===== config.mk =====
export PLATFORM = sky130hd
export DESIGN_NAME = rgb565_to_epd_pixel_packer_core
export DESIGN_NICKNAME = d
export VERILOG_FILES = /design/src/hdl/epdpk_pkg.sv /design/src/hdl/epdpk_pixel_map.sv /design/src/hdl/rgb565_to_epd_pixel_packer_core.sv
export SDC_FILE = /design/constraint.sdc
export NUM_CORES = 1
export LEC_CHECK = 0
export BUFFER_PORTS_ARGS = -buffer_cell sky130_fd_sc_hd__buf_2
export CAP_MARGIN = 10
export CELL_PAD_IN_SITES_DETAIL_PLACEMENT = 0
export CELL_PAD_IN_SITES_GLOBAL_PLACEMENT = 1
export CORE_MARGIN = 3
export CORE_UTILIZATION = 51
export DETAILED_ROUTE_END_ITERATION = 7
export GPL_TIMING_DRIVEN = 0
export PLACE_DENSITY_LB_ADDON = 0.1
export SETUP_SLACK_MARGIN = 0.15
export SYNTH_ARGS = -nofsm -noshare
export SYNTH_HDL_FRONTEND = slang
export SYNTH_SLANG_ARGS = --single-unit

===== constraint.sdc =====
create_clock -name clock -period 11.1 [get_ports clock]
set_input_delay 2.22 -clock clock [delete_from_list [all_inputs] [get_ports clock]]
set_output_delay 2.22 -clock clock [all_outputs]
set_load 0.005 [all_outputs]

===== src/hdl/epdpk_pkg.sv =====
`default_nettype none

package epdpk_pkg;

   // Panel geometry
   localparam int PANEL_WIDTH  = 1440;
   localparam int PANEL_HEIGHT = 720;

   // Signed width that holds every mirrored or rotated coordinate
   localparam int CW = $clog2(PANEL_WIDTH + PANEL_HEIGHT + 4096) + 1;
   // Unsigned on-panel coordinate widths
   localparam int XW = $clog2(PANEL_WIDTH);
   localparam int YW = $clog2(PANEL_HEIGHT);

   // Framebuffer pitch in bytes per row
   localparam int PITCH_4BPP = PANEL_WIDTH / 2;
   localparam int PITCH_1BPP = (PANEL_WIDTH + 7) / 8;

   // Address arithmetic width, never below the output field width
   localparam int ADDR_W    = 19;
   localparam int AW_FULL   = $clog2(PANEL_HEIGHT * PITCH_4BPP + PANEL_WIDTH) + 1;
   localparam int AW_CALC   = (AW_FULL > ADDR_W) ? AW_FULL : ADDR_W;

   // Field widths
   localparam int RED_W   = 5;
   localparam int GREEN_W = 6;
   localparam int BLUE_W  = 5;
   localparam int PIX_W   = 11;
   localparam int MASK_W  = 8;
   localparam int REQ_TDATA_W = 40;
   localparam int RSP_TDATA_W = 40;
   localparam int REQ_PAD_W   = REQ_TDATA_W - (RED_W + GREEN_W + BLUE_W + 2 * PIX_W);
   localparam int RSP_PAD_W   = RSP_TDATA_W - (ADDR_W + 2 * MASK_W);

   // Register file
   localparam int CSR_IDX_W  = 3;
   localparam int CSR_DATA_W = 11;
   localparam logic [CSR_IDX_W-1:0] CSR_GRAY_4BPP_MODE    = 3'd0;
   localparam logic [CSR_IDX_W-1:0] CSR_DITHER_ENABLE     = 3'd1;
   localparam logic [CSR_IDX_W-1:0] CSR_FLIP_SEL          = 3'd2;
   localparam logic [CSR_IDX_W-1:0] CSR_ROTATION_QUARTERS = 3'd3;
   localparam logic [CSR_IDX_W-1:0] CSR_LOGICAL_WIDTH     = 3'd4;
   localparam logic [CSR_IDX_W-1:0] CSR_LOGICAL_HEIGHT    = 3'd5;

   localparam logic [PIX_W-1:0] LOGICAL_WIDTH_RST  = 11'd1440;
   localparam logic [PIX_W-1:0] LOGICAL_HEIGHT_RST = 11'd720;

   // Rotation codes
   localparam logic [1:0] ROT_0   = 2'd0;
   localparam logic [1:0] ROT_90  = 2'd1;
   localparam logic [1:0] ROT_180 = 2'd2;
   localparam logic [1:0] ROT_270 = 2'd3;

   // Byte masks
   localparam logic [MASK_W-1:0] MASK_HI_NIBBLE = 8'hF0;
   localparam logic [MASK_W-1:0] MASK_LO_NIBBLE = 8'h0F;
   localparam logic [MASK_W-1:0] MASK_MSB       = 8'h80;
   localparam logic [7:0]        FIXED_THRESH   = 8'd128;

   // 4x4 Bayer matrix, indexed {row, col}
   localparam logic [3:0] BAYER_TAB [16] = '{
      4'd0,  4'd8,  4'd2,  4'd10,
      4'd12, 4'd4,  4'd14, 4'd6,
      4'd3,  4'd11, 4'd1,  4'd9,
      4'd15, 4'd7,  4'd13, 4'd5
   };

   typedef struct packed {
      logic             gray_4bpp_mode;
      logic             dither_enable;
      logic [1:0]       flip_sel;
      logic [1:0]       rotation_quarters;
      logic [PIX_W-1:0] logical_width;
      logic [PIX_W-1:0] logical_height;
   } cfg_type;

   typedef struct packed {
      logic [PIX_W-1:0]   pixel_y;
      logic [PIX_W-1:0]   pixel_x;
      logic [BLUE_W-1:0]  blue;
      logic [GREEN_W-1:0] green;
      logic [RED_W-1:0]   red;
   } pix_type;

   typedef struct packed {
      logic [MASK_W-1:0] write_data;
      logic [MASK_W-1:0] write_mask;
      logic [ADDR_W-1:0] byte_address;
   } res_type;

endpackage

`default_nettype wire


===== src/hdl/epdpk_pixel_map.sv =====
`default_nettype none

module epdpk_pixel_map (
   input  epdpk_pkg::cfg_type cfg,
   input  epdpk_pkg::pix_type pix,
   output logic               hit,
   output epdpk_pkg::res_type res
);
   import epdpk_pkg::*;

   localparam logic signed [CW-1:0] PW_S = CW'(PANEL_WIDTH);
   localparam logic signed [CW-1:0] PH_S = CW'(PANEL_HEIGHT);
   localparam logic signed [CW-1:0] ONE_S = CW'(1);

   logic [7:0]  r8, g8, b8;
   logic [15:0] luma_sum;
   logic [7:0]  gray;

   logic signed [CW-1:0] lx, ly, dx, dy;
   logic [XW-1:0]        ux;
   logic [YW-1:0]        uy;
   logic [AW_CALC-1:0]   addr4, addr1;
   logic [MASK_W-1:0]    bit_mask;
   logic [7:0]           thresh;

   // Channel widening by bit replication and luma weighting
   assign r8 = {pix.red, pix.red[4:2]};
   assign g8 = {pix.green, pix.green[5:4]};
   assign b8 = {pix.blue, pix.blue[4:2]};
   assign luma_sum = 16'(r8) * 16'd76 + 16'(g8) * 16'd150 + 16'(b8) * 16'd30;
   assign gray = luma_sum[15:8];

   // Mirroring about the logical size, signed
   always_comb begin
      lx = CW'(pix.pixel_x);
      ly = CW'(pix.pixel_y);
      if (cfg.flip_sel[0]) begin
         lx = CW'(cfg.logical_width) - ONE_S - CW'(pix.pixel_x);
      end
      if (cfg.flip_sel[1]) begin
         ly = CW'(cfg.logical_height) - ONE_S - CW'(pix.pixel_y);
      end
   end

   // Rotation onto the panel
   always_comb begin
      unique case (cfg.rotation_quarters)
         ROT_90: begin
            dx = PW_S - ONE_S - ly;
            dy = lx;
         end
         ROT_180: begin
            dx = PW_S - ONE_S - lx;
            dy = PH_S - ONE_S - ly;
         end
         ROT_270: begin
            dx = ly;
            dy = PH_S - ONE_S - lx;
         end
         default: begin
            dx = lx;
            dy = ly;
         end
      endcase
   end

   assign hit = !dx[CW-1] && (dx < PW_S) && !dy[CW-1] && (dy < PH_S);
   assign ux  = dx[XW-1:0];
   assign uy  = dy[YW-1:0];

   // Row times pitch plus column byte
   assign addr4 = AW_CALC'(uy) * AW_CALC'(PITCH_4BPP) + AW_CALC'(ux >> 1);
   assign addr1 = AW_CALC'(uy) * AW_CALC'(PITCH_1BPP) + AW_CALC'(ux >> 3);

   assign bit_mask = MASK_MSB >> ux[2:0];
   assign thresh   = cfg.dither_enable ? {BAYER_TAB[{uy[1:0], ux[1:0]}], 4'b0000}
                                       : FIXED_THRESH;

   // Masked byte write
   always_comb begin
      if (cfg.gray_4bpp_mode) begin
         res.byte_address = addr4[ADDR_W-1:0];
         if (!ux[0]) begin
            res.write_mask = MASK_HI_NIBBLE;
            res.write_data = {gray[7:4], 4'b0000};
         end else begin
            res.write_mask = MASK_LO_NIBBLE;
            res.write_data = {4'b0000, gray[7:4]};
         end
      end else begin
         res.byte_address = addr1[ADDR_W-1:0];
         res.write_mask   = bit_mask;
         res.write_data   = (gray >= thresh) ? bit_mask : '0;
      end
   end

endmodule

`default_nettype wire


===== src/hdl/rgb565_to_epd_pixel_packer_core.sv =====
`default_nettype none

// An accepted req beat loads the input register. Throughput: one pixel per cycle
// unless rsp_tready stalls, set by the single compute stage between the input
// register and the result register; off-panel pixels are dropped.
// Reset (synchronous, active high) empties both stages and loads the register
// defaults: 4bpp mode, dither on, no mirror, no rotation, 1440 x 720 logical.
module rgb565_to_epd_pixel_packer_core (
   input  logic                                 clock,
   input  logic                                 reset,
   // red[4:0], green[10:5], blue[15:11], pixel_x[26:16], pixel_y[37:27], zero pad
   input  logic [epdpk_pkg::REQ_TDATA_W-1:0]    req_tdata,
   input  logic                                 req_tvalid,
   output logic                                 req_tready,
   // byte_address[18:0], write_mask[26:19], write_data[34:27], zero pad
   output logic [epdpk_pkg::RSP_TDATA_W-1:0]    rsp_tdata,
   output logic                                 rsp_tvalid,
   input  logic                                 rsp_tready,
   input  logic                                 csr_valid,
   output logic                                 csr_ready,
   input  logic [epdpk_pkg::CSR_IDX_W-1:0]      csr_index,
   input  logic [epdpk_pkg::CSR_DATA_W-1:0]     csr_data
);
   import epdpk_pkg::*;

   cfg_type cfg_ff, cfg_in;
   logic    s1_valid_ff, s1_valid_in;
   pix_type s1_pix_ff;
   logic    rsp_valid_ff, rsp_valid_in;
   res_type rsp_res_ff;

   logic    hit;
   res_type res;
   logic    rsp_load_en;
   logic    s1_go;
   logic    req_beat;

   // Register writes
   assign csr_ready = 1'b1;

   always_comb begin
      cfg_in = cfg_ff;
      if (csr_valid) begin
         unique case (csr_index)
            CSR_GRAY_4BPP_MODE:    cfg_in.gray_4bpp_mode    = csr_data[0];
            CSR_DITHER_ENABLE:     cfg_in.dither_enable     = csr_data[0];
            CSR_FLIP_SEL:          cfg_in.flip_sel          = csr_data[1:0];
            CSR_ROTATION_QUARTERS: cfg_in.rotation_quarters = csr_data[1:0];
            CSR_LOGICAL_WIDTH:     cfg_in.logical_width     = csr_data[PIX_W-1:0];
            CSR_LOGICAL_HEIGHT:    cfg_in.logical_height    = csr_data[PIX_W-1:0];
            default: ;
         endcase
      end
   end

   always_ff @(posedge clock) begin
      if (reset) begin
         cfg_ff.gray_4bpp_mode    <= 1'b1;
         cfg_ff.dither_enable     <= 1'b1;
         cfg_ff.flip_sel          <= 2'd0;
         cfg_ff.rotation_quarters <= ROT_0;
         cfg_ff.logical_width     <= LOGICAL_WIDTH_RST;
         cfg_ff.logical_height    <= LOGICAL_HEIGHT_RST;
      end else begin
         cfg_ff <= cfg_in;
      end
   end

   // Compute stage
   epdpk_pixel_map u_pixel_map (
      .cfg (cfg_ff),
      .pix (s1_pix_ff),
      .hit (hit),
      .res (res)
   );

   // Flow control: a miss leaves stage 1 regardless of the output side
   assign rsp_load_en = !rsp_valid_ff || rsp_tready;
   assign s1_go       = s1_valid_ff && (!hit || rsp_load_en);
   assign req_tready  = !s1_valid_ff || s1_go;
   assign req_beat    = req_tvalid && req_tready;

   always_comb begin
      s1_valid_in = s1_valid_ff;
      if (req_tready) begin
         s1_valid_in = req_tvalid;
      end
      rsp_valid_in = rsp_valid_ff;
      if (rsp_load_en) begin
         rsp_valid_in = s1_valid_ff && hit;
      end
   end

   always_ff @(posedge clock) begin
      if (reset) begin
         s1_valid_ff  <= 1'b0;
         rsp_valid_ff <= 1'b0;
      end else begin
         s1_valid_ff  <= s1_valid_in;
         rsp_valid_ff <= rsp_valid_in;
      end
   end

   // Payload registers
   always_ff @(posedge clock) begin
      if (req_beat) begin
         s1_pix_ff <= pix_type'(req_tdata[REQ_TDATA_W-REQ_PAD_W-1:0]);
      end
      if (rsp_load_en && s1_valid_ff && hit) begin
         rsp_res_ff <= res;
      end
   end

   assign rsp_tvalid = rsp_valid_ff;
   assign rsp_tdata  = {{RSP_PAD_W{1'b0}}, rsp_res_ff};

endmodule

`default_nettype wire


==> load_flow_metrics.sql, run 1 <==
INSERT INTO impl_metrics (metric_group, metric, value, unit) VALUES
('outcome', 'status', 'completed', ''),
('clock_tree', 'cts-resized-gates', '0', ''),
('floorplan', 'core_region_area', '0.0220', 'mm2'),
('logic_synthesis', 'syn_area_per_cell', '8.83', 'um2'),
('setup_path', 'path_class', 'register to register', ''),
('routing', 'wl_met2', '12500', 'um'),
('clock_tree', 'clock-root-buffer', 'sky130_fd_sc_hd__clkbuf_16', ''),
('routing', 'detail_route.vias_per_cell', '5.56', ''),
('timing', 'hold_viol_final', '0', ''),
('clock_tree', 'cts_post_setup_buffers_inserted', '0', ''),
('timing', 'timing.max_slew.rel_slack', '33.4', '%'),
('logic_synthesis', 'postSynth.asyncResetShare', '0', '%'),
('setup_path', 'path_depth_of_the_worst_reg2reg_path', '27', ''),
('logic_synthesis', 'largest_cells_by_area_after_synthesis', 'sky130_fd_sc_hd__edfxtp_1 (19%), sky130_fd_sc_hd__ha_1 (16%), sky130_fd_sc_hd__fa_1 (8.8%)', ''),
('routing', 'drc_errors', '0', ''),
('hold_path', 'hold_path_class', 'register to register', ''),
('hold_path', 'hold_path_startpoint', 'cfg_ff[12]$_SDFFE_PP0P_', ''),
('logic_synthesis', 'yosysTopAreaCellShare', '19.0', '%'),
('hold_path', 'whs_path_depth', '2', ''),
('final_layout', 'area_growth_syn_to_layout', '10.2', '%'),
('routing', 'via_count', '9472', ''),
('logic_synthesis', 'synth_area', '0.0116', 'mm2'),
('clock_tree', 'cts.path.max_buffers', '2', ''),
('floorplan', 'die_width', '157', 'um'),
('floorplan', 'io_pins', '102', ''),
('logic_synthesis', 'ys_types', '97', ''),
('final_layout', 'register_area', '0.00279', 'mm2'),
('timing', 'grt_setup_unrepaired', 'false', ''),
('clock_tree', 'clock_insertion_delay_worst_skew', '0.37', 'ns'),
('clock_tree', 'htreeDepth', '3', ''),
('logic_synthesis', 'yosys_register_bits', '103', ''),
('logic_synthesis', 'synth_edf_count', '73', ''),
('routing', 'drt_first_pass_iters', '7', ''),
('setup_path', 'crit_path_max_fanout', '6', ''),
('placement', 'io_buffers', '93', ''),
('timing', 'post-route-min-period', '7.74', 'ns'),
('timing', 'final.setup_skew', '0.0138', 'ns'),
('global_route', 'global_route.overflow_total', '0', ''),
('logic_synthesis', 'synth_area_leader_cell', 'sky130_fd_sc_hd__edfxtp_1', ''),
('timing', 'max_clock_freq', '0.129', 'GHz'),
('timing', 'fin_crit_sh', '69.7', '%'),
('setup_path', 'startpoint_of_the_lowest_slack_register_to_register_path', 'cfg_ff[13]$_SDFFE_PP0P_', ''),
('floorplan', 'die_area', '0.0245', 'mm2'),
('clock_tree', 'clock-sinks', '103', ''),
('final_layout', 'count_of_non_filler_cells_in_the_finished_layout', '1704', ''),
('pwr', 'power_density_relative_to_cell_area', '199', 'mW/mm2'),
('floorplan', 'rows', '54', ''),
('routing', 'drt_first_iter_violations', '455', ''),
('global_route', 'grt_pass1_vias', '9002', ''),
('global_route', 'grt_pass1_wl', '44500', 'um'),
('pwr', 'p_leak', '5.81', 'nW'),
('pwr', 'max-vdd-ir-drop', '0.113', 'mV'),
('logic_synthesis', 'synth_cells', '1310', ''),
('placement', 'place.gp.congestion', '0.920', ''),
('routing', 'met3WireLength', '1190', 'um'),
('setup_path', 'regToRegEndpoint', 'rsp_tdata[17]$_DFFE_PP_', ''),
('final_layout', 'num-nets-final', '1680', ''),
('timing', 'drv_slew', '0', ''),
('routing', 'detail_route.wirelength', '27100', 'um'),
('final_layout', 'final.fill_count', '2044', ''),
('global_route', 'number_of_antenna_violations_at_the_first_check_in_global_routing', '0', ''),
('setup_path', 'worst_setup_path_startpoint', 'cfg_ff[13]$_SDFFE_PP0P_', ''),
('floorplan', 'dieHeight', '157', 'um'),
('setup_path', 'cp_data_arrival_time', '7.85', 'ns'),
('timing', 'worst_margin_slew', '0.997', 'ns'),
('floorplan', 'initial_core_utilization', '52.5', '%'),
('routing', 'route.top_layer_used', 'met4', ''),
('logic_synthesis', 'synth.cells.most_frequent', 'sky130_fd_sc_hd__inv_1 (167), sky130_fd_sc_hd__ha_1 (151), sky130_fd_sc_hd__nand2_1 (139)', ''),
('placement', 'hpwl', '22500', 'um'),
('logic_synthesis', 'seq_area_frac_synth', '24.1', '%'),
('logic_synthesis', 'synth_flop_cell', 'sky130_fd_sc_hd__edfxtp_1', '');
final cells by class:
class / instances / area share [%]
inverters: 169 / 4.99
plain buffers: 44 / 1.68
flip-flops and latches: 103 / 21.9
clock inverters: 7 / 0.677
repair buffers: 94 / 3.87
clock buffers: 9 / 1.77
well taps: 280 / 2.75
multi-input cells: 998 / 62.4
worst max-delay path, stage by stage (launching register included):
cell	delay [ns]
sky130_fd_sc_hd__dfxtp_1	0.37
sky130_fd_sc_hd__nor4_1	0.65
sky130_fd_sc_hd__nand2_1	0.14
sky130_fd_sc_hd__xnor2_1	0.16
sky130_fd_sc_hd__ha_1	0.37
sky130_fd_sc_hd__nand2b_1	0.19
sky130_fd_sc_hd__or3_1	0.33
sky130_fd_sc_hd__and3_4	0.23
sky130_fd_sc_hd__mux2i_1	0.27
sky130_fd_sc_hd__or4b_2	0.61
sky130_fd_sc_hd__and3_1	0.20
sky130_fd_sc_hd__nor3_1	0.41
sky130_fd_sc_hd__ha_1	0.31
sky130_fd_sc_hd__inv_1	0.12
sky130_fd_sc_hd__fa_1	0.43
sky130_fd_sc_hd__fa_1	0.51
sky130_fd_sc_hd__inv_1	0.04
sky130_fd_sc_hd__ha_1	0.33
sky130_fd_sc_hd__inv_1	0.07
sky130_fd_sc_hd__o21bai_1	0.07
sky130_fd_sc_hd__a21oi_1	0.24
sky130_fd_sc_hd__o21bai_1	0.09
sky130_fd_sc_hd__a21oi_1	0.26
sky130_fd_sc_hd__nor3_1	0.09
sky130_fd_sc_hd__a311oi_1	0.50
sky130_fd_sc_hd__nor2_1	0.18
sky130_fd_sc_hd__a211oi_1	0.26
sky130_fd_sc_hd__nor2_1	0.07
layer usage:
metal  up-vias  global-route usage, %
met2       242                   37.7
met4         0                   7.46
li1       4826                      -
met5         -                      0
met3        46                   2.71
met1      4358                   30.2
cells in the final DEF, fill, tap and decap left out, drive strengths merged, types with 17 or more instances in the layout:
cell type  synthesis  routed
a21o              23      23
a21oi             85      85
buf               21     115
clkbuf            22      31
dfxtp             30      30
edfxtp            73      73
fa                51      51
ha               151     151
inv              168     171
mux2i             22      22
nand2            140     140
nand3             25      25
nor2              72      72
nor3              28      28
o21ai             44      44
o21bai            17      17
xnor2             60      60
xor2              30      30
stage by stage:
| step | setup slack (ns) | hold WS (ns) | utilization, % | cell area, um2 | total power [mW] |
|---|---|---|---|---|---|
| 2_1_floorplan | 4.32 | 0.449 | - | 11600 | 1.86 |
| 3_3_place_gp | 3.41 | 0.461 | 56.3 | 12400 | 2.16 |
| 3_5_place_dp | 3.33 | 0.464 | 56.5 | 12400 | 2.20 |
| 4_1_cts | 3.31 | 0.475 | 57.9 | 12700 | 2.55 |
| 5_1_grt | 2.43 | 0.509 | 57.9 | 12700 | 2.82 |
| 6_report | 3.36 | 0.473 | 57.9 | 12700 | 2.53 |
sequential cells by signal (all words and copies together) (netlist names):
signal,cells
s1_valid_ff,1
rsp_tvalid,1
rsp_tdata,35
cfg_ff,28
s1_pix_ff,38
where the power goes:
| part | internal, mW | switching, mW | leakage (nW) | total, mW |
|---|---|---|---|---|
| clock network | 0.163 | 0.173 | 0.151 | 0.336 |
| logic | 0.742 | 0.960 | 4.72 | 1.70 |
| registers | 0.479 | 0.0145 | 0.933 | 0.493 |
| total | 1.38 | 1.15 | 5.81 | 2.53 |
cell families (layout without fill, tap and decap cells):
kind of cell | count (synthesis) | in the layout | share of synthesized area, %
simple gates | 375 | 375 | 16.0
buf+inv | 213 | 323 | 7.34
fa+ha+maj | 202 | 202 | 25.2
compound gates | 298 | 298 | 17.9
other cells | 2 | 6 | 0.0649
flops | 103 | 103 | 24.1
xor+xnor | 91 | 91 | 7.02
mux | 26 | 26 | 2.36
worst max-delay path by stage:
stage	end	slack, ns	cells after the start
4_1_cts	rsp_tdata[17]$_DFFE_PP_	3.31	27
2_1_floorplan	rsp_tdata[17]$_DFFE_PP_	4.32	27
6_report	rsp_tdata[17]$_DFFE_PP_	3.36	27
3_3_place_gp	rsp_tdata[17]$_DFFE_PP_	3.41	27
5_1_grt	rsp_tdata[17]$_DFFE_PP_	2.43	27
3_5_place_dp	rsp_tdata[17]$_DFFE_PP_	3.33	27
(Power assumes the default switching activity.)
==> inputs of run 2 (changes only) <==
--- a/config.mk
+++ b/config.mk
@@ -10,7 +10,7 @@
 export CELL_PAD_IN_SITES_DETAIL_PLACEMENT = 0
 export CELL_PAD_IN_SITES_GLOBAL_PLACEMENT = 1
 export CORE_MARGIN = 3
-export CORE_UTILIZATION = 51
+export CORE_UTILIZATION = 47
 export DETAILED_ROUTE_END_ITERATION = 7
 export GPL_TIMING_DRIVEN = 0
 export PLACE_DENSITY_LB_ADDON = 0.1
==> constraint.sdc (replaced) <==
create_clock -name clock -period 7.79 [get_ports clock]
set_input_delay 1.558 -clock clock [delete_from_list [all_inputs] [get_ports clock]]
set_output_delay 1.558 -clock clock [all_outputs]
set_load 0.005 [all_outputs]
==> load_flow_metrics.sql, run 2 (synthesized netlist as in run 1, its figures left out) <==
INSERT INTO impl_metrics (metric_group, metric, value, unit) VALUES
('timing', 'finalWorstSetupSlack', '0.599', 'ns'),
('timing', 'drv_slew', '0', ''),
('placement', 'dpl_worst_slack', '-0.0174', 'ns'),
('placement', 'io_buffers', '93', ''),
('setup_path', 'path_class', 'register to register', ''),
('pwr', 'power_density_relative_to_cell_area', '285', 'mW/mm2'),
('hold_path', 'hold_path_class', 'register to register', ''),
('timing', 'fin_crit_sh', '92.3', '%'),
('placement', 'place.gp.congestion', '0.875', ''),
('floorplan', 'die_width', '163', 'um'),
('clock_tree', 'clock_insertion_delay_worst_skew', '0.37', 'ns'),
('clock_tree', 'clk_pin_slew', '0.09', 'ns'),
('global_route', 'number_of_antenna_violations_at_the_first_check_in_global_routing', '0', ''),
('clock_tree', 'cts_tree', 'built', ''),
('final_layout', 'max_flop_register', 's1_pix_ff', ''),
('global_route', 'grt_pass1_vias', '9049', ''),
('clock_tree', 'clock-sinks', '103', ''),
('setup_path', 'type_of_element_capturing_the_critical_path', 'register', ''),
('routing', 'avgRoutedWirePerCell', '15.8', 'um'),
('setup_path', 'crit_required', '7.91', 'ns'),
('routing', 'detail_route.vias_per_cell', '5.35', ''),
('final_layout', 'layout.cells.most_common', 'sky130_fd_sc_hd__inv_1', ''),
('final_layout', 'antennaDiodeCount', '0', ''),
('setup_path', 'cell_repeated_most_along_the_worst_path', 'sky130_fd_sc_hd__inv_1', ''),
('timing', 'hold_viol_final', '0', ''),
('final_layout', 'drive_gt1_share', '13.7', '%'),
('setup_path', 'cpPeakStageDelay', '0.61', 'ns'),
('final_layout', 'area_growth_syn_to_layout', '12.3', '%'),
('routing', 'drt_first_iter_violations', '427', ''),
('floorplan', 'dieHeight', '163', 'um'),
('clock_tree', 'cts.path.max_buffers', '2', ''),
('timing', 'grt_setup_unrepaired', 'false', ''),
('floorplan', 'core_region_area', '0.0238', 'mm2'),
('pwr', 'p_leak', '5.87', 'nW'),
('timing', 'finalHoldWorstSlack', '0.480', 'ns'),
('setup_path', 'worst_setup_path_startpoint', 'cfg_ff[11]$_SDFFE_PP0P_', ''),
('placement', 'hpwl', '23000', 'um'),
('floorplan', 'die_area', '0.0265', 'mm2'),
('clock_tree', 'cts-buffers-inserted', '9', ''),
('routing', 'drc_errors', '0', ''),
('hold_path', 'hold_path_startpoint', 'cfg_ff[12]$_SDFFE_PP0P_', ''),
('outcome', 'status', 'completed', ''),
('global_route', 'global_route.overflow_total', '0', ''),
('timing', 'post-route-min-period', '7.19', 'ns'),
('floorplan', 'initial_core_utilization', '48.6', '%'),
('setup_path', 'rrSetupSlack', '0.60', 'ns'),
('global_route', 'grt_start_max_net_pins', '36', ''),
('routing', 'detail_route.wirelength', '27700', 'um'),
('final_layout', 'largest_reg_flops', '38', ''),
('setup_path', 'cp-start-kind', 'register', ''),
('timing', 'max_clock_freq', '0.139', 'GHz'),
('setup_path', 'slowest_stage', 'sky130_fd_sc_hd__or4b_2', ''),
('pwr', 'max-vdd-ir-drop', '0.201', 'mV'),
('routing', 'detail-route-antenna-nets', '0', ''),
('final_layout', 'mostFrequentLayoutCells', 'sky130_fd_sc_hd__inv_1 (167), sky130_fd_sc_hd__ha_1 (150), sky130_fd_sc_hd__nand2_1 (139), sky130_fd_sc_hd__buf_2 (101), sky130_fd_sc_hd__a21oi_1 (77)', ''),
('global_route', 'global_route.usage.total', '21.3', '%'),
('final_layout', 'final.fill_count', '2276', ''),
('setup_path', 'cp_data_arrival_time', '7.31', 'ns'),
('timing', 'final.setup_skew', '0.0171', 'ns'),
('floorplan', 'rows', '56', ''),
('floorplan', 'io_pins', '102', ''),
('clock_tree', 'htreeDepth', '3', ''),
('timing', 'timing.final.setup_violations', '0', ''),
('setup_path', 'crit_path_max_fanout', '7', ''),
('routing', 'via_count', '9344', ''),
('final_layout', 'num-nets-final', '1683', ''),
('clock_tree', 'clock-root-buffer', 'sky130_fd_sc_hd__clkbuf_16', ''),
('routing', 'drt_first_pass_iters', '5', ''),
('setup_path', 'startpoint_of_the_lowest_slack_register_to_register_path', 'cfg_ff[11]$_SDFFE_PP0P_', ''),
('timing', 'worst_margin_slew', '0.953', 'ns'),
('timing', 'timing.max_slew.rel_slack', '36.4', '%'),
('run', 'max_cap_viols', '0', ''),
('global_route', 'grt_pass1_wl', '45600', 'um');
-- run 2: area by class of cell --
cell class,count,area (um2),area share (%)
sequential,103,2790,21.5
tap,319,399,3.07
inverter,169,636,4.89
timing repair buffer,97,508,3.91
buffer,44,214,1.65
clock buffer,9,225,1.73
multi-input combinational,998,8110,62.5
clock inverter,7,96.3,0.742
-- run 2: worst paths after layout --
kind	endpoint	cells after the start
max reg2reg	rsp_tdata[17]$_DFFE_PP_	29
min reg2reg	cfg_ff[12]$_SDFFE_PP0P_	2
max	rsp_tdata[17]$_DFFE_PP_	29
min	cfg_ff[12]$_SDFFE_PP0P_	2
-- run 2: through the flow --
step / utilization (%) / std cells / power (mW) / cell area (um2) / TNS [ns]
after floorplan: - / 1314 / 2.65 / 11600 / 0
after global placement: 52.2 / 1726 / 3.09 / 12400 / 0
after detailed placement: 52.4 / 1727 / 3.13 / 12500 / -0.0174
after CTS: 53.8 / 1743 / 3.64 / 12800 / 0
after global routing: 54.5 / 1746 / 4.13 / 13000 / 0
final: 54.5 / 1746 / 3.71 / 13000 / 0
-- run 2: report_power, final --
group / total [mW] / internal (mW) / switching [mW]
Clock: 0.486 / 0.235 / 0.251
Sequential: 0.704 / 0.683 / 0.0219
Combinational: 2.52 / 1.10 / 1.42
-- run 2: worst max-delay path: cells and delay by family (launching register included) --
kind                       cells  cell delay (ns)
adders and majority gates      6             2.27
DFF                            1             0.44
AOI/OAI and AO/OA              7             1.31
and+or+nand+nor                9             2.06
xor gates and xnor gates       1             0.09
buffers and inverters          5             0.51
muxes                          1             0.27
-- run 2: repair_timing --
item,4_1_cts,5_1_grt
endpoints found under the setup margin,4,13
setup buffers,0,3
pin swaps,0,3
hold buffers,0,0
resized for setup,5,24
-- run 2: layer usage --
metal  wire length [um]  global-route usage [%]
met2              13100                    36.8
met1              13200                    28.6
met3                940                    2.52
met5                  0                       0
met4                479                    5.19
==> inputs of run 3 (changes only) <==
--- a/config.mk
+++ b/config.mk
@@ -9,6 +9,7 @@
 export CAP_MARGIN = 10
 export CELL_PAD_IN_SITES_DETAIL_PLACEMENT = 0
 export CELL_PAD_IN_SITES_GLOBAL_PLACEMENT = 1
+export CORE_ASPECT_RATIO = 0.9
 export CORE_MARGIN = 3
 export CORE_UTILIZATION = 47
 export DETAILED_ROUTE_END_ITERATION = 7
==> load_flow_metrics.sql, run 3 (synthesized netlist as in run 1, its figures left out) <==
INSERT INTO impl_metrics (metric_group, metric, value, unit) VALUES
('outcome', 'status', 'completed', ''),
('final_layout', 'drive_gt1_share', '14.2', '%'),
('placement', 'dpl_worst_slack', '0.0512', 'ns'),
('routing', 'via_count', '9485', ''),
('pwr', 'p_leak', '5.88', 'nW'),
('timing', 'post-route-min-period', '7.21', 'ns'),
('clock_tree', 'cts.path.max_buffers', '2', ''),
('global_route', 'grt_pass1_wl', '45900', 'um'),
('floorplan', 'die_width', '171', 'um'),
('floorplan', 'io_pins', '102', ''),
('run', 'max_cap_viols', '0', ''),
('setup_path', 'cp-start-kind', 'register', ''),
('routing', 'detail-route-antenna-nets', '0', ''),
('routing', 'detail_route.wirelength', '28000', 'um'),
('floorplan', 'rows', '53', ''),
('final_layout', 'mostFrequentLayoutCells', 'sky130_fd_sc_hd__inv_1 (167), sky130_fd_sc_hd__ha_1 (148), sky130_fd_sc_hd__nand2_1 (139), sky130_fd_sc_hd__buf_2 (101), sky130_fd_sc_hd__a21oi_1 (77)', ''),
('final_layout', 'num-nets-final', '1686', ''),
('pwr', 'max-vdd-ir-drop', '0.175', 'mV'),
('hold_path', 'hold_path_class', 'register to register', ''),
('final_layout', 'layout.cells.most_common', 'sky130_fd_sc_hd__inv_1', ''),
('routing', 'detail_route.vias_per_cell', '5.48', ''),
('placement', 'place.gp.congestion', '0.868', ''),
('setup_path', 'crit_required', '7.99', 'ns'),
('placement', 'io_buffers', '93', ''),
('routing', 'drt_first_iter_violations', '558', ''),
('global_route', 'global_route.usage.total', '21.5', '%'),
('floorplan', 'initial_core_utilization', '48.6', '%'),
('clock_tree', 'clk_pin_slew', '0.08', 'ns'),
('routing', 'drc_errors', '0', ''),
('floorplan', 'die_area', '0.0265', 'mm2'),
('final_layout', 'largest_reg_flops', '38', ''),
('timing', 'finalWorstSetupSlack', '0.576', 'ns'),
('routing', 'drt_first_pass_iters', '5', ''),
('routing', 'avgRoutedWirePerCell', '16.2', 'um'),
('pwr', 'power_density_relative_to_cell_area', '288', 'mW/mm2'),
('floorplan', 'core_region_area', '0.0238', 'mm2'),
('final_layout', 'max_flop_register', 's1_pix_ff', ''),
('clock_tree', 'cts_tree', 'built', ''),
('setup_path', 'path_class', 'register to register', ''),
('timing', 'final.setup_skew', '0.0147', 'ns'),
('clock_tree', 'ctsHoldBuffers', '0', ''),
('timing', 'final_total_negative_setup_slack', '0', 'ns'),
('global_route', 'grt_start_max_net_pins', '36', ''),
('clock_tree', 'cts-buffers-inserted', '9', ''),
('setup_path', 'crit_path_max_fanout', '5', ''),
('timing', 'drv_slew', '0', ''),
('timing', 'grt_setup_unrepaired', 'false', ''),
('timing', 'max_clock_freq', '0.139', 'GHz'),
('clock_tree', 'clock-sinks', '103', ''),
('timing', 'timing.max_slew.rel_slack', '37.2', '%'),
('clock_tree', 'clock-root-buffer', 'sky130_fd_sc_hd__clkbuf_16', ''),
('setup_path', 'cp_data_arrival_time', '7.41', 'ns'),
('global_route', 'global_route.overflow_total', '0', ''),
('timing', 'hold_viol_final', '0', ''),
('clock_tree', 'htreeDepth', '3', ''),
('timing', 'finalHoldWorstSlack', '0.481', 'ns'),
('setup_path', 'type_of_element_capturing_the_critical_path', 'register', ''),
('final_layout', 'antennaDiodeCount', '0', ''),
('timing', 'worst_margin_slew', '0.932', 'ns'),
('placement', 'hpwl', '23100', 'um'),
('timing', 'timing.final.setup_violations', '0', ''),
('global_route', 'grt_pass1_vias', '9125', ''),
('final_layout', 'area_growth_syn_to_layout', '12.3', '%'),
('clock_tree', 'clock_insertion_delay_worst_skew', '0.36', 'ns'),
('global_route', 'number_of_antenna_violations_at_the_first_check_in_global_routing', '0', ''),
('floorplan', 'dieHeight', '155', 'um'),
('timing', 'fin_crit_sh', '92.6', '%');
[run 3: changes by cell type in the layout (fill, tap and decap cells not counted), sizes merged]
cell,delta
clkbuf,+2
buf,+3
clkinv,-2
[run 3: final cells by class]
type | count | area, um2
clock inverters | 5 | 46.3
fillers | 2224 | 10800
inverters | 169 | 636
plain buffers | 44 | 214
multi-input cells | 998 | 8140
clock buffers | 11 | 254
flip-flops and latches | 103 | 2790
repair buffers | 100 | 531
well taps | 302 | 378
[run 3: repair_timing]
| action | in CTS | in global routing |
|---|---|---|
| buffers inserted | 0 | 6 |
| pin swaps | 0 | 5 |
| cloned | 0 | 0 |
| setup endpoints to repair | 3 | 14 |
| gates resized for setup | 4 | 30 |
| endpoints found under the hold margin | 0 | 0 |
[run 3: report_power, final]
| part | internal (mW) | switching (mW) |
|---|---|---|
| Clock | 0.243 | 0.228 |
| Sequential | 0.683 | 0.0218 |
| Combinational | 1.13 | 1.44 |
| Total | 2.06 | 1.69 |
[run 3: critical path, cell delays in order (launching register included)]
cell                      delay, ns
sky130_fd_sc_hd__dfxtp_1       0.44
sky130_fd_sc_hd__inv_1         0.09
sky130_fd_sc_hd__ha_2          0.32
sky130_fd_sc_hd__inv_1         0.09
sky130_fd_sc_hd__fa_1          0.47
sky130_fd_sc_hd__a21o_1        0.20
sky130_fd_sc_hd__and4b_2       0.21
sky130_fd_sc_hd__nor3_2        0.53
sky130_fd_sc_hd__a31oi_4       0.17
sky130_fd_sc_hd__mux2i_2       0.23
sky130_fd_sc_hd__o21ai_2       0.11
sky130_fd_sc_hd__and3_2        0.25
sky130_fd_sc_hd__or4_4         0.56
sky130_fd_sc_hd__ha_1          0.37
sky130_fd_sc_hd__fa_1          0.54
sky130_fd_sc_hd__inv_1         0.05
sky130_fd_sc_hd__fa_1          0.50
sky130_fd_sc_hd__inv_1         0.04
sky130_fd_sc_hd__ha_1          0.33
sky130_fd_sc_hd__xnor2_1       0.33
sky130_fd_sc_hd__and4_1        0.27
sky130_fd_sc_hd__nand2_1       0.15
sky130_fd_sc_hd__nor3_4        0.31
sky130_fd_sc_hd__nor2_1        0.06
sky130_fd_sc_hd__mux2_2        0.27
sky130_fd_sc_hd__a21oi_1       0.14
[run 3: worst paths after layout]
kind,slack (ns),startpoint,depth (start not counted),end
max,0.58,cfg_ff[11]$_SDFFE_PP0P_,25,rsp_tdata[15]$_DFFE_PP_
max reg2reg,0.58,cfg_ff[11]$_SDFFE_PP0P_,25,rsp_tdata[15]$_DFFE_PP_
min reg2reg,0.48,cfg_ff[12]$_SDFFE_PP0P_,2,cfg_ff[12]$_SDFFE_PP0P_
min,0.48,cfg_ff[12]$_SDFFE_PP0P_,2,cfg_ff[12]$_SDFFE_PP0P_
[run 3: metal layers]
metal	track usage (%)	routed length (um)
met1	31.2	13800
met2	33.1	11900
met3	3.71	1650
met4	6.02	673
met5	0	0
[run 3: stage by stage]
stage                     cell area (um2)  util [%]  cells  power, mW
after floorplan                     11600         -   1314       2.65
after global placement              12400      52.2   1709       3.10
after detailed placement            12500      52.3   1710       3.15
after CTS                           12800      53.7   1726       3.65
after global routing                13000      54.6   1732       4.14
final                               13000      54.6   1732       3.74
